[config.mk]
export PLATFORM = sky130hd
export DESIGN_NAME = tick_to_timespec_clock
export DESIGN_NICKNAME = d
export VERILOG_FILES = /design/src/hw/rtl/tsc_pkg.sv /design/src/hw/rtl/tsc_front.sv /design/src/hw/rtl/tsc_queue.sv /design/src/hw/rtl/tsc_back.sv /design/src/hw/rtl/tick_to_timespec_clock.sv
export SDC_FILE = /design/constraint.sdc
export NUM_CORES = 2
export LEC_CHECK = 0
export BUFFER_PORTS_ARGS = -buffer_cell sky130_fd_sc_hd__buf_2
export CAP_MARGIN = 20
export CORE_ASPECT_RATIO = 0.8
export CORE_MARGIN = 2
export CORE_UTILIZATION = 26
export DETAILED_ROUTE_END_ITERATION = 6
export PLACE_DENSITY = 0.51
export SYNTH_ARGS = -nofsm -noshare
export SYNTH_HDL_FRONTEND = slang
export SYNTH_HIERARCHICAL = 1
export SYNTH_SLANG_ARGS = --single-unit
export TNS_END_PERCENT = 100
[constraint.sdc]
create_clock -name clk -period 11.3 [get_ports clk]
set_input_delay 1.695 -clock clk [delete_from_list [all_inputs] [get_ports clk]]
set_output_delay 1.695 -clock clk [all_outputs]
set_load 0.02 [all_outputs]
[src/hw/rtl/tsc_pkg.sv]
`timescale 1ns / 1ps

package tsc_pkg;

	// Field widths
	localparam int TICK_W  = 64;
	localparam int SEC_W   = 64;
	localparam int NSEC_W  = 30;
	localparam int RATE_W  = 34;
	localparam int REQ_W   = 2;
	localparam int STAT_W  = 2;
	localparam int CIDX_W  = 2;

	// Stream payload widths, padded to whole bytes
	localparam int S_DATA_W = 160;
	localparam int M_DATA_W = 96;

	// Divider step counts: full 64-bit quotient, then a 30-bit fraction
	localparam int SEC_STEPS  = 64;
	localparam int NSEC_STEPS = 30;

	localparam int QUEUE_DEPTH_DEF = 2;

	localparam logic [NSEC_W-1:0] NSEC_ONE_SEC = 30'd1000000000;

	typedef enum logic [REQ_W-1:0] {
		REQ_RES  = 2'd0,
		REQ_READ = 2'd1,
		REQ_SET  = 2'd2,
		REQ_INIT = 2'd3
	} req_t;

	typedef enum logic [STAT_W-1:0] {
		ST_OK    = 2'd0,
		ST_PERM  = 2'd1,
		ST_INVAL = 2'd2
	} status_t;

	typedef enum logic [CIDX_W-1:0] {
		CFG_TICK_RATE   = 2'd0,
		CFG_CLOCK_MODE  = 2'd1,
		CFG_SET_ALLOWED = 2'd2
	} cfg_idx_t;

	// Work classes handed from the front to the back
	typedef enum logic [1:0] {
		OP_RES    = 2'd0,
		OP_READ   = 2'd1,
		OP_DIRECT = 2'd2
	} op_t;

	typedef enum logic [2:0] {
		BK_IDLE,
		BK_DIV_SEC,
		BK_MUL,
		BK_DIV_NS,
		BK_FIN
	} bk_state_t;

	typedef struct packed {
		op_t               op;
		status_t           status;
		logic [TICK_W-1:0] elapsed;
		logic [SEC_W-1:0]  base_sec;
		logic [NSEC_W-1:0] base_nsec;
	} entry_t;

	typedef struct packed {
		logic [RATE_W-1:0] tick_rate;
		logic              clock_mode;
	} cfg_t;

endpackage

[src/hw/rtl/tsc_front.sv]
`timescale 1ns / 1ps

module tsc_front (
	input  logic                           clk,
	input  logic                           arst_n,
	input  logic                           cfg_we,
	input  logic [tsc_pkg::CIDX_W-1:0]     cfg_index,
	input  logic [tsc_pkg::RATE_W-1:0]     cfg_data,
	input  logic                           push,
	input  logic [tsc_pkg::REQ_W-1:0]      req_type,
	input  logic [tsc_pkg::TICK_W-1:0]     tick_count,
	input  logic [tsc_pkg::SEC_W-1:0]      set_sec,
	input  logic [tsc_pkg::NSEC_W-1:0]     set_nsec,
	output tsc_pkg::entry_t                entry,
	output tsc_pkg::cfg_t                  cfg
);

	logic [tsc_pkg::RATE_W-1:0] tick_rate_q;
	logic                       clock_mode_q;
	logic                       set_allowed_q;
	logic [tsc_pkg::TICK_W-1:0] base_ticks_q;
	logic [tsc_pkg::SEC_W-1:0]  base_sec_q;
	logic [tsc_pkg::NSEC_W-1:0] base_nsec_q;

	logic rate_zero;
	logic set_refused;
	logic set_bad_nsec;

	assign rate_zero    = (tick_rate_q == '0);
	assign set_refused  = clock_mode_q || !set_allowed_q;
	assign set_bad_nsec = (set_nsec >= tsc_pkg::NSEC_ONE_SEC);

	assign cfg.tick_rate  = tick_rate_q;
	assign cfg.clock_mode = clock_mode_q;

	// Configuration registers
	always_ff @(posedge clk or negedge arst_n) begin
		if (!arst_n) begin
			tick_rate_q   <= '0;
			clock_mode_q  <= 1'b0;
			set_allowed_q <= 1'b1;
		end else if (cfg_we) begin
			unique case (tsc_pkg::cfg_idx_t'(cfg_index))
				tsc_pkg::CFG_TICK_RATE:   tick_rate_q   <= cfg_data;
				tsc_pkg::CFG_CLOCK_MODE:  clock_mode_q  <= cfg_data[0];
				tsc_pkg::CFG_SET_ALLOWED: set_allowed_q <= cfg_data[0];
				default: ;
			endcase
		end
	end

	// Classify the request; reads take the elapsed count and base time now
	always_comb begin
		entry.op        = tsc_pkg::OP_DIRECT;
		entry.status    = tsc_pkg::ST_OK;
		entry.elapsed   = tick_count - base_ticks_q;
		entry.base_sec  = base_sec_q;
		entry.base_nsec = base_nsec_q;
		unique case (tsc_pkg::req_t'(req_type))
			tsc_pkg::REQ_RES: begin
				if (rate_zero) entry.status = tsc_pkg::ST_INVAL;
				else           entry.op     = tsc_pkg::OP_RES;
			end
			tsc_pkg::REQ_READ: begin
				if (rate_zero) entry.status = tsc_pkg::ST_INVAL;
				else           entry.op     = tsc_pkg::OP_READ;
			end
			tsc_pkg::REQ_SET: begin
				if (set_refused)       entry.status = tsc_pkg::ST_PERM;
				else if (set_bad_nsec) entry.status = tsc_pkg::ST_INVAL;
			end
			tsc_pkg::REQ_INIT: ;
			default: ;
		endcase
	end

	// Base time and base count, updated by set and init at the transfer
	always_ff @(posedge clk or negedge arst_n) begin
		if (!arst_n) begin
			base_ticks_q <= '0;
			base_sec_q   <= '0;
			base_nsec_q  <= '0;
		end else if (push) begin
			if (req_type == tsc_pkg::REQ_SET && !set_refused && !set_bad_nsec) begin
				base_ticks_q <= tick_count;
				base_sec_q   <= set_sec;
				base_nsec_q  <= set_nsec;
			end else if (req_type == tsc_pkg::REQ_INIT) begin
				base_ticks_q <= tick_count;
				base_sec_q   <= '0;
				base_nsec_q  <= '0;
			end
		end
	end

endmodule

[src/hw/rtl/tsc_queue.sv]
`timescale 1ns / 1ps

module tsc_queue #(
	parameter int DEPTH = tsc_pkg::QUEUE_DEPTH_DEF
) (
	input  logic            clk,
	input  logic            arst_n,
	input  logic            push,
	input  tsc_pkg::entry_t push_entry,
	output logic            full,
	input  logic            pop,
	output logic            valid,
	output tsc_pkg::entry_t head
);

	localparam int PTR_W = $clog2(DEPTH);
	localparam int CNT_W = $clog2(DEPTH + 1);

	tsc_pkg::entry_t  mem_q [DEPTH];
	logic [PTR_W-1:0] wr_ptr_q;
	logic [PTR_W-1:0] rd_ptr_q;
	logic [CNT_W-1:0] cnt_q;

	assign full  = (cnt_q == CNT_W'(DEPTH));
	assign valid = (cnt_q != '0);
	assign head  = mem_q[rd_ptr_q];

	// Entry storage
	always_ff @(posedge clk) begin
		if (push) mem_q[wr_ptr_q] <= push_entry;
	end

	// Pointers and fill count
	always_ff @(posedge clk or negedge arst_n) begin
		if (!arst_n) begin
			wr_ptr_q <= '0;
			rd_ptr_q <= '0;
			cnt_q    <= '0;
		end else begin
			if (push) begin
				wr_ptr_q <= (wr_ptr_q == PTR_W'(DEPTH - 1)) ? '0 : wr_ptr_q + 1'b1;
			end
			if (pop) begin
				rd_ptr_q <= (rd_ptr_q == PTR_W'(DEPTH - 1)) ? '0 : rd_ptr_q + 1'b1;
			end
			if (push && !pop)      cnt_q <= cnt_q + 1'b1;
			else if (pop && !push) cnt_q <= cnt_q - 1'b1;
		end
	end

endmodule

[src/hw/rtl/tsc_back.sv]
`timescale 1ns / 1ps

module tsc_back (
	input  logic                          clk,
	input  logic                          arst_n,
	input  tsc_pkg::cfg_t                 cfg,
	input  logic                          q_valid,
	input  tsc_pkg::entry_t               q_head,
	output logic                          q_pop,
	output logic                          m_tvalid,
	input  logic                          m_tready,
	output logic [tsc_pkg::M_DATA_W-1:0]  m_tdata,
	output logic [tsc_pkg::STAT_W-1:0]    m_tuser
);

	localparam int CNT_W = $clog2(tsc_pkg::SEC_STEPS);
	localparam int SEC_W  = tsc_pkg::SEC_W;
	localparam int NSEC_W = tsc_pkg::NSEC_W;
	localparam int RATE_W = tsc_pkg::RATE_W;

	tsc_pkg::bk_state_t state_q, state_d;

	logic [CNT_W-1:0]  cnt_q;
	logic [RATE_W-1:0] rem_q;
	logic [63:0]       dq_q;
	logic [SEC_W-1:0]  esec_q;
	tsc_pkg::entry_t   ent_q;

	logic                      out_valid_q;
	logic [tsc_pkg::STAT_W-1:0] out_status_q;
	logic [SEC_W-1:0]          out_sec_q;
	logic [NSEC_W-1:0]         out_nsec_q;

	logic [RATE_W:0]   trial;
	logic [RATE_W:0]   diff;
	logic              ge;
	logic [63:0]       prod;
	logic              step_en;
	logic              out_free;
	logic              fin_load;
	logic              last_sec;
	logic              last_ns;

	logic [NSEC_W:0]   nsec_sum;
	logic              nsec_carry;
	logic [tsc_pkg::STAT_W-1:0] res_status;
	logic [SEC_W-1:0]  res_sec;
	logic [NSEC_W-1:0] res_nsec;

	// One restoring division step: shift in the next dividend bit
	assign trial = {rem_q, dq_q[63]};
	assign diff  = trial - {1'b0, cfg.tick_rate};
	assign ge    = (trial >= {1'b0, cfg.tick_rate});

	// Remainder scaled to nanoseconds; it stays below rate * 2^30
	assign prod = {{(64 - RATE_W){1'b0}}, rem_q} *
		{{(64 - NSEC_W){1'b0}}, tsc_pkg::NSEC_ONE_SEC};

	assign out_free = !out_valid_q || m_tready;
	assign last_sec = (cnt_q == CNT_W'(tsc_pkg::SEC_STEPS - 1));
	assign last_ns  = (cnt_q == CNT_W'(tsc_pkg::NSEC_STEPS - 1));

	// Next state
	always_comb begin
		state_d  = state_q;
		q_pop    = 1'b0;
		step_en  = 1'b0;
		fin_load = 1'b0;
		unique case (state_q)
			tsc_pkg::BK_IDLE: begin
				if (q_valid) begin
					q_pop = 1'b1;
					unique case (q_head.op)
						tsc_pkg::OP_READ: state_d = tsc_pkg::BK_DIV_SEC;
						tsc_pkg::OP_RES:  state_d = tsc_pkg::BK_DIV_NS;
						default:          state_d = tsc_pkg::BK_FIN;
					endcase
				end
			end
			tsc_pkg::BK_DIV_SEC: begin
				step_en = 1'b1;
				if (last_sec) state_d = tsc_pkg::BK_MUL;
			end
			tsc_pkg::BK_MUL: state_d = tsc_pkg::BK_DIV_NS;
			tsc_pkg::BK_DIV_NS: begin
				step_en = 1'b1;
				if (last_ns) state_d = tsc_pkg::BK_FIN;
			end
			tsc_pkg::BK_FIN: begin
				if (out_free) begin
					fin_load = 1'b1;
					state_d  = tsc_pkg::BK_IDLE;
				end
			end
			default: state_d = tsc_pkg::BK_IDLE;
		endcase
	end

	always_ff @(posedge clk or negedge arst_n) begin
		if (!arst_n) state_q <= tsc_pkg::BK_IDLE;
		else         state_q <= state_d;
	end

	// Divider datapath
	always_ff @(posedge clk) begin
		if (q_pop) begin
			ent_q <= q_head;
			cnt_q <= '0;
			rem_q <= '0;
			if (q_head.op == tsc_pkg::OP_RES) begin
				dq_q <= {tsc_pkg::NSEC_ONE_SEC, (64 - NSEC_W)'(0)};
			end else begin
				dq_q <= q_head.elapsed;
			end
		end else if (step_en) begin
			cnt_q <= cnt_q + 1'b1;
			rem_q <= ge ? diff[RATE_W-1:0] : trial[RATE_W-1:0];
			dq_q  <= {dq_q[62:0], ge};
		end else if (state_q == tsc_pkg::BK_MUL) begin
			// Seconds done; load the scaled remainder as the next dividend
			esec_q <= dq_q;
			cnt_q  <= '0;
			rem_q  <= prod[63:NSEC_W];
			dq_q   <= {prod[NSEC_W-1:0], (64 - NSEC_W)'(0)};
		end
	end

	// Final result: base time added, with a nanosecond carry into seconds, in realtime mode
	assign nsec_sum   = {1'b0, ent_q.base_nsec} + {1'b0, dq_q[NSEC_W-1:0]};
	assign nsec_carry = (nsec_sum >= {1'b0, tsc_pkg::NSEC_ONE_SEC});

	always_comb begin
		res_status = tsc_pkg::ST_OK;
		res_sec    = '0;
		res_nsec   = '0;
		unique case (ent_q.op)
			tsc_pkg::OP_RES: res_nsec = dq_q[NSEC_W-1:0];
			tsc_pkg::OP_READ: begin
				if (cfg.clock_mode) begin
					res_sec  = esec_q;
					res_nsec = dq_q[NSEC_W-1:0];
				end else begin
					res_sec  = ent_q.base_sec + esec_q + SEC_W'(nsec_carry);
					res_nsec = nsec_carry ?
						NSEC_W'(nsec_sum - {1'b0, tsc_pkg::NSEC_ONE_SEC}) :
						nsec_sum[NSEC_W-1:0];
				end
			end
			default: res_status = ent_q.status;
		endcase
	end

	// Output register
	always_ff @(posedge clk or negedge arst_n) begin
		if (!arst_n) begin
			out_valid_q <= 1'b0;
		end else if (fin_load) begin
			out_valid_q <= 1'b1;
		end else if (m_tready) begin
			out_valid_q <= 1'b0;
		end
	end

	always_ff @(posedge clk) begin
		if (fin_load) begin
			out_status_q <= res_status;
			out_sec_q    <= res_sec;
			out_nsec_q   <= res_nsec;
		end
	end

	assign m_tvalid = out_valid_q;
	assign m_tuser  = out_status_q;
	assign m_tdata  = {(tsc_pkg::M_DATA_W - SEC_W - NSEC_W)'(0), out_nsec_q, out_sec_q};

endmodule

[src/hw/rtl/tick_to_timespec_clock.sv]
`timescale 1ns / 1ps
// Channel   Direction  Handshake          Payload
// s_*       in         s_tvalid/s_tready  tuser: req_type; tdata: tick_count, set_sec, set_nsec
// m_*       out        m_tvalid/m_tready  tuser: status; tdata: time_sec, time_nsec
// cfg_*     in         cfg_we             cfg_index, cfg_data (no read-back)
//
// A read runs a 64-step quotient loop for seconds, one multiply,
// then a 30-step loop for nanoseconds, all on one shared restoring divider.
// A resolution runs only the 30-step loop; set, init and refused requests go straight to the result.
// The front queue holds QUEUE_DEPTH requests; s_tready drops only when it is full.
// The output register waits for m_tready while the back already starts the next item.
// Reset clears configuration to its defaults and the base time and count to zero.

module tick_to_timespec_clock #(
	parameter int QUEUE_DEPTH = tsc_pkg::QUEUE_DEPTH_DEF
) (
	input  logic                          clk,
	input  logic                          arst_n,
	input  logic                          cfg_we,
	input  logic [tsc_pkg::CIDX_W-1:0]    cfg_index,
	input  logic [tsc_pkg::RATE_W-1:0]    cfg_data,
	input  logic                          s_tvalid,
	output logic                          s_tready,
	// tick_count [63:0], set_sec [127:64], set_nsec [157:128], zero pad
	input  logic [tsc_pkg::S_DATA_W-1:0]  s_tdata,
	// req_type [1:0]
	input  logic [tsc_pkg::REQ_W-1:0]     s_tuser,
	output logic                          m_tvalid,
	input  logic                          m_tready,
	// time_sec [63:0], time_nsec [93:64], zero pad
	output logic [tsc_pkg::M_DATA_W-1:0]  m_tdata,
	// status [1:0]
	output logic [tsc_pkg::STAT_W-1:0]    m_tuser
);

	tsc_pkg::entry_t push_entry;
	tsc_pkg::entry_t q_head;
	tsc_pkg::cfg_t   cfg;
	logic            push;
	logic            q_full;
	logic            q_valid;
	logic            q_pop;

	assign s_tready = !q_full;
	assign push     = s_tvalid && s_tready;

	tsc_front u_front (
		.clk        (clk),
		.arst_n     (arst_n),
		.cfg_we     (cfg_we),
		.cfg_index  (cfg_index),
		.cfg_data   (cfg_data),
		.push       (push),
		.req_type   (s_tuser),
		.tick_count (s_tdata[63:0]),
		.set_sec    (s_tdata[127:64]),
		.set_nsec   (s_tdata[157:128]),
		.entry      (push_entry),
		.cfg        (cfg)
	);

	tsc_queue #(
		.DEPTH (QUEUE_DEPTH)
	) u_queue (
		.clk        (clk),
		.arst_n     (arst_n),
		.push       (push),
		.push_entry (push_entry),
		.full       (q_full),
		.pop        (q_pop),
		.valid      (q_valid),
		.head       (q_head)
	);

	tsc_back u_back (
		.clk      (clk),
		.arst_n   (arst_n),
		.cfg      (cfg),
		.q_valid  (q_valid),
		.q_head   (q_head),
		.q_pop    (q_pop),
		.m_tvalid (m_tvalid),
		.m_tready (m_tready),
		.m_tdata  (m_tdata),
		.m_tuser  (m_tuser)
	);

endmodule

**Word level (Yosys, flattened, before mapping)**

Memory sizes are Yosys's and may differ from the RTL's.
Index checks and enable logic that the tools add are counted.

- Add/sub/neg operators: 11
- Multipliers: 1
- Order comparisons: 3
- Equality and inequality tests: 18
- Muxes and demuxes: 44
- Bitwise gates (word level): 2
- Reductions and logical operators: 35

Operators with widths:

| kind | number |
|---|---|
| 64-bit two-way mux | 9 |
| 30-bit two-way mux | 4 |
| 34-bit two-way mux | 3 |
| 64-bit by 1-bit adder with 64-bit output | 1 |
| 64-bit adder | 1 |
| 64-bit subtractor | 1 |
| 30-bit case mux with 2 select lines | 1 |
| 34-bit by 21-bit multiplier with 55-bit output (second input constant) | 1 |
| 35-bit by 34-bit greater-or-equal comparator with 1-bit output | 1 |
| 34-bit zero test | 1 |
| 34-bit subtractor | 1 |
| 30-bit by 30-bit adder with 31-bit output | 1 |
| 31-bit by 30-bit greater-or-equal comparator with 1-bit output (second input constant) | 1 |
| 30-bit greater-or-equal comparator (second input constant) | 1 |
| 30-bit subtractor (second input constant) | 1 |
| 3-bit case mux with 5 select lines | 1 |
| 2-bit two-way mux | 6 |
| 3-bit two-way mux | 4 |
| 6-bit two-way mux | 2 |
| 1-bit two-way mux | 11 |
| 2-bit nonzero test | 5 |
| 2-bit by 1-bit == test with 1-bit output (second input constant) | 4 |
| 2-bit == test (second input constant) | 4 |
| 2-bit zero test | 4 |
| 23 further kinds | 45 |

- Bits in registers: 564
- Memory bits (writable): 324
- Memories kept: 1

Memory list:

| memory | words | bits a word | read ports | clocked after Yosys merged registers in | wr ports | RTL line | RTL |
|---|---|---|---|---|---|---|---|
| u_queue.mem_q | 2 | 162 | 1 | 0 | 1 | tsc_queue.sv:19 | `tsc_pkg::entry_t mem_q [DEPTH];` |

**Longest topological paths before layout**

- Depth in word-level cells: 7
- Gate-level depth with buffers: 28

**Modules after synthesis**

The synthesis kept the hierarchy.

Modules (own cells, without submodules):

| module | instances | cells each | area each (µm²) | seq. area each (µm²) |
|---|---|---|---|---|
| tsc_back | 1 | 3574 | 35853.1 | 10570.1 |
| tsc_queue | 1 | 520 | 12151.7 | 9829.4 |
| tsc_front | 1 | 1099 | 11219.5 | 4855.9 |
| tick_to_timespec_clock | 1 | 2 | 10.0 | 0.0 |

**Worst setup path before layout**

No wires, ideal clock.

- Kind: in2reg
- Start: input s_tvalid
- End: memory u_queue/mem_q[0][0] (netlist bit) (enable)
- Arrival time: 9129 ps
- Data required time: 10595 ps
- Slack: 1465 ps
- Stages: 2
- Buffers on the path: 0
- Cells stage by stage: nor2b_1 nor2b_1

- Longest elaborated chain between the ends: 3

Ends and longest elaborated chain:

| element | RTL line | RTL |
|---|---|---|
| start: declaration | tick_to_timespec_clock.sv:22 | `input logic s_tvalid,` |
| 1-bit logical AND | tick_to_timespec_clock.sv:45 | `assign push = s_tvalid && s_tready;` |
| 1-bit two-way mux | tsc_queue.sv:30 | `if (push) mem_q[wr_ptr_q] <= push_entry;` |
| 1-bit two-way mux (not written as such) | tsc_queue.sv:30 |  |
| end: declaration | tsc_queue.sv:19 |  |

No other way between the ends.

**Worst setup path after layout**

- Start: register u_back.rem_q[5]
- End: register u_back.rem_q[33]

- Longest elaborated chain between the ends: 3

Ends and longest elaborated chain:

| element | RTL line | RTL |
|---|---|---|
| start: declaration | tsc_back.sv:24 | `logic [RATE_W-1:0] rem_q;` |
| start signal: assignment | tsc_back.sv:117 | `rem_q <= ge ? diff[RATE_W-1:0] : trial[RATE_W-1:0];` |
| start signal: assignment | tsc_back.sv:123 | `rem_q <= prod[63:NSEC_W];` |
| 34-bit by 21-bit multiplier with 55-bit output (tied with other cells) | tsc_back.sv:56 | `assign prod = {{(64 - RATE_W){1'b0}}, rem_q} *` |
| 34-bit two-way mux, on equally long branches | tsc_back.sv:119, tsc_back.sv:117 |  |
| 34-bit two-way mux (*) | tsc_back.sv:115 | `end else if (step_en) begin` |

Every way passes the cells marked *; elsewhere a longest branch is shown, timed or not. The select of a mux whose other input is x is not followed.
A chain may end at the register's enable or synchronous reset.

==> metrics.txt <==
antenna violations before repair 41; GRT Total Usage between 10% and 20%; Crit Path Max Fanout 10; Core Area about 230000 um^2; Synth Cell Area around 59000 um^2; number of enable flip-flop cells after synthesis 646; largest net degree at the start of global routing about 160; status completed; Placed Instances approximately 8400; Post-DP Area 64100 um^2; total number of vias between 40000 and 50000; final worst path period need approximately 8.6 ns; # nets final about 6500; slew margin rel. 21.3%; non-filler cells, final approximately 8600; CTS tree done; CP required around 12 ns; Die Footprint approximately 230000 um^2; Post CTS Setup Buffer Count 0; fmax between 100 and 150 MHz; # DRC 0; first-pass GRT wire length ~280000 um; Clock Sinks 888; synthesized netlist cell count between 5000 and 6000; initial DRC count 3389; DPL Wire Length between 100000 and 150000 um; Avg Inst Size Synth about 11 um^2; max-slew violation count 0; Post-CTS Resized 0; DIE WIDTH 538 um; CP arrival about 9 ns; Synth cell types 109; Die H 431 um; Synthesis Warnings 6; Starting Density 26.2%; layout cells sized above 1 14.8%; post-route setup TNS 0 ns; Hold Slack 0.402 ns; ys async rst share roughly 23%; crit path launch type flip-flop; IO Port Bufs around 300; RSZ-0062 raised after global routing false; Max H-tree Level 3; maximum clock path buffer count 3; Layout fillers ~23000; CTS Buf Count 99; Fin Clk Skew about 0.11 ns; final period utilization 76.5%; CTS Hold Buffers Added 0; Worst-Margin Slew roughly 1.2 ns; Yosys reg bits slightly below 900; Routed Antenna Nets 0; dominant cell type by area after synthesis edfxtp_1; I/O pin count 303; Rows 156; final RePlAce weighted congestion approximately 0.9; endpoints failing hold 0; Design Area, Final slightly below 70000 um^2; share of the synthesized area in the top cell type 32.7%; global route total overflow 0; final setup vio count 0; vias in the first global route 41100; routed vias/inst 4.82; Clk Latency, worst-skew pair about 0.77 ns; Top FF cell, synth edfxtp_1; Max-Cap Viols 0; crit end category flip-flop; root buf cell clkbuf_16; TritonRoute pass-1 iters 6; Synth area leaders edfxtp_1 33%, fa_1 11%, ha_1 9.9%, dfrtp_1 8.5%, inv_1 4.1%; drt wl/cell between 20 and 25 um; area delta synth->final 13.9%; final WL 188000 um; Worst Setup Path Type reg -> reg; part of the Yosys area used for sequential elements between 40% and 50%; Clock Pin Slew Worst Setup and Hold Paths approximately 0.060 ns; worst min path class reg -> reg
## final cells by class
cell class	instances	area (um^2)	share of cell area, %
inverter	648	2430	3.61
sequential	888	25300	37.4
antenna	6	15.0	0.0222
multi-input combinational	3462	30700	45.5
clock buffer	136	2740	4.06
tap	3002	3760	5.57
clock inverter	52	584	0.866
timing repair buffer	357	1990	2.95
## cells by family (layout without fill, tap and decap cells)
kind of cell	Yosys count	in the layout	synth area share [%]
muxes	284	284	5.80
DFF	888	888	42.6
and+or+nand+nor	968	968	7.74
adders and majority gates	807	807	21.3
xor gates and xnor gates	220	220	3.27
other	1	8	0.00633
buffers and inverters	846	1193	5.64
AOI/OAI and AO/OA	1181	1181	13.6
## layout by cell type, fill, tap and decap left out, types with 85 or more instances in the layout
| master | instances |
|---|---|
| xnor2_1 | 125 |
| nand3_1 | 85 |
| clkbuf_16 | 101 |
| mux2_2 | 171 |
| inv_1 | 645 |
| a22o_1 | 145 |
| a21o_1 | 113 |
| ha_1 | 468 |
| edfxtp_1 | 646 |
| o21ai_0 | 171 |
| nand2_1 | 271 |
| buf_2 | 297 |
| fa_1 | 339 |
| dfrtp_1 | 199 |
| xor2_1 | 94 |
| nor2_1 | 290 |
| a21oi_1 | 336 |
## path summary, 6_finish.rpt
kind / from / depth (start not counted) / slack (ns) / endpoint
worst max-delay path: u_back/rem_q[5] / 23 / 2.65 / u_back/rem_q[33]
worst max register to register: u_back/rem_q[5] / 23 / 2.65 / u_back/rem_q[33]
min in group asynchronous: arst_n / 1 / 0.93 / u_front/base_nsec_q[22]
worst min register to register: u_front/base_nsec_q[11] / 0 / 0.40 / u_queue/mem_q[0][11]
max in group asynchronous: arst_n / 3 / 8.36 / u_front/base_ticks_q[62]
worst min-delay path: u_front/base_nsec_q[11] / 0 / 0.40 / u_queue/mem_q[0][11]
## synth_stat cells (9+ instances only)
| cell type | instances |
|---|---|
| a311oi_1 | 9 |
| dfxtp_1 | 40 |
| xnor2_1 | 125 |
| a21oi_1 | 336 |
| nand2b_1 | 31 |
| or4_1 | 10 |
| a21o_1 | 113 |
| and4_1 | 15 |
| o21ai_0 | 171 |
| and3_1 | 28 |
| mux2_4 | 70 |
| a211o_1 | 9 |
| nand2_1 | 271 |
| a41oi_1 | 9 |
| nor2_1 | 293 |
| nand3_1 | 85 |
| a211oi_1 | 43 |
| buf_6 | 13 |
| mux2i_1 | 18 |
| buf_2 | 44 |
| xor2_1 | 94 |
| ha_1 | 468 |
| fa_1 | 339 |
| mux2_2 | 171 |
| o21bai_1 | 42 |
| clkbuf_1 | 129 |
| o22ai_1 | 12 |
| dfrtp_1 | 201 |
| or2_2 | 11 |
| o21a_1 | 32 |
| nor4_1 | 25 |
| or3_1 | 15 |
| nor2b_1 | 24 |
| o31ai_1 | 17 |
| nor3_1 | 55 |
| edfxtp_1 | 646 |
| a22o_1 | 145 |
| o21ai_1 | 24 |
| and2_1 | 20 |
| nand4_1 | 50 |
| mux2_1 | 25 |
| o211ai_1 | 42 |
| a31oi_1 | 43 |
| inv_1 | 647 |
## stage by stage
stage / setup slack [ns] / util [%]
after floorplan: 1.47 / -
after global placement: 2.81 / 28.3
after detailed placement: 2.81 / 28.3
after CTS: 2.70 / 29.8
after global routing: 2.22 / 29.8
final: 2.65 / 29.8
## registers in the layout, indices dropped and copies added, names as in the netlist, 34 cells and up
name,count
u_front/tick_rate_q,34
u_front/base_sec_q,64
u_back/esec_q,64
u_back/rem_q,34
u_back/ent_q,98
u_back/out_sec_q,64
u_front/base_ticks_q,64
u_back/dq_q,64
u_queue/mem_q,324
## routing by layer
metal  wire length, um  track usage, %  share of wire (%)
met1             91400            24.1                 49
met5               126               0              0.067
met3             10400            2.25                5.5
met4              4400            4.03                2.3
met2             82000            24.2                 44
## worst max-delay path, stage by stage, from the launching register on
cell and delay [ns]:
dfxtp_1 0.74, inv_1 0.29, fa_1 0.62, fa_1 0.44, fa_1 0.52, fa_1 0.52, fa_1 0.55, inv_1 0.05
fa_1 0.54, inv_1 0.06, fa_1 0.50, inv_1 0.04, ha_1 0.40, a21oi_1 0.33, o21ai_0 0.26, a31oi_1 0.23
o21ai_0 0.09, a31oi_1 0.62, o21ai_0 0.28, a31oi_1 0.49, o31ai_1 0.26, a41oi_1 0.30, mux2i_1 0.25, o21ai_0 0.09
Power is left out: the tool's default activity adds up to more than one toggle a clock period on the data nets, which glitch-free logic cannot reach.
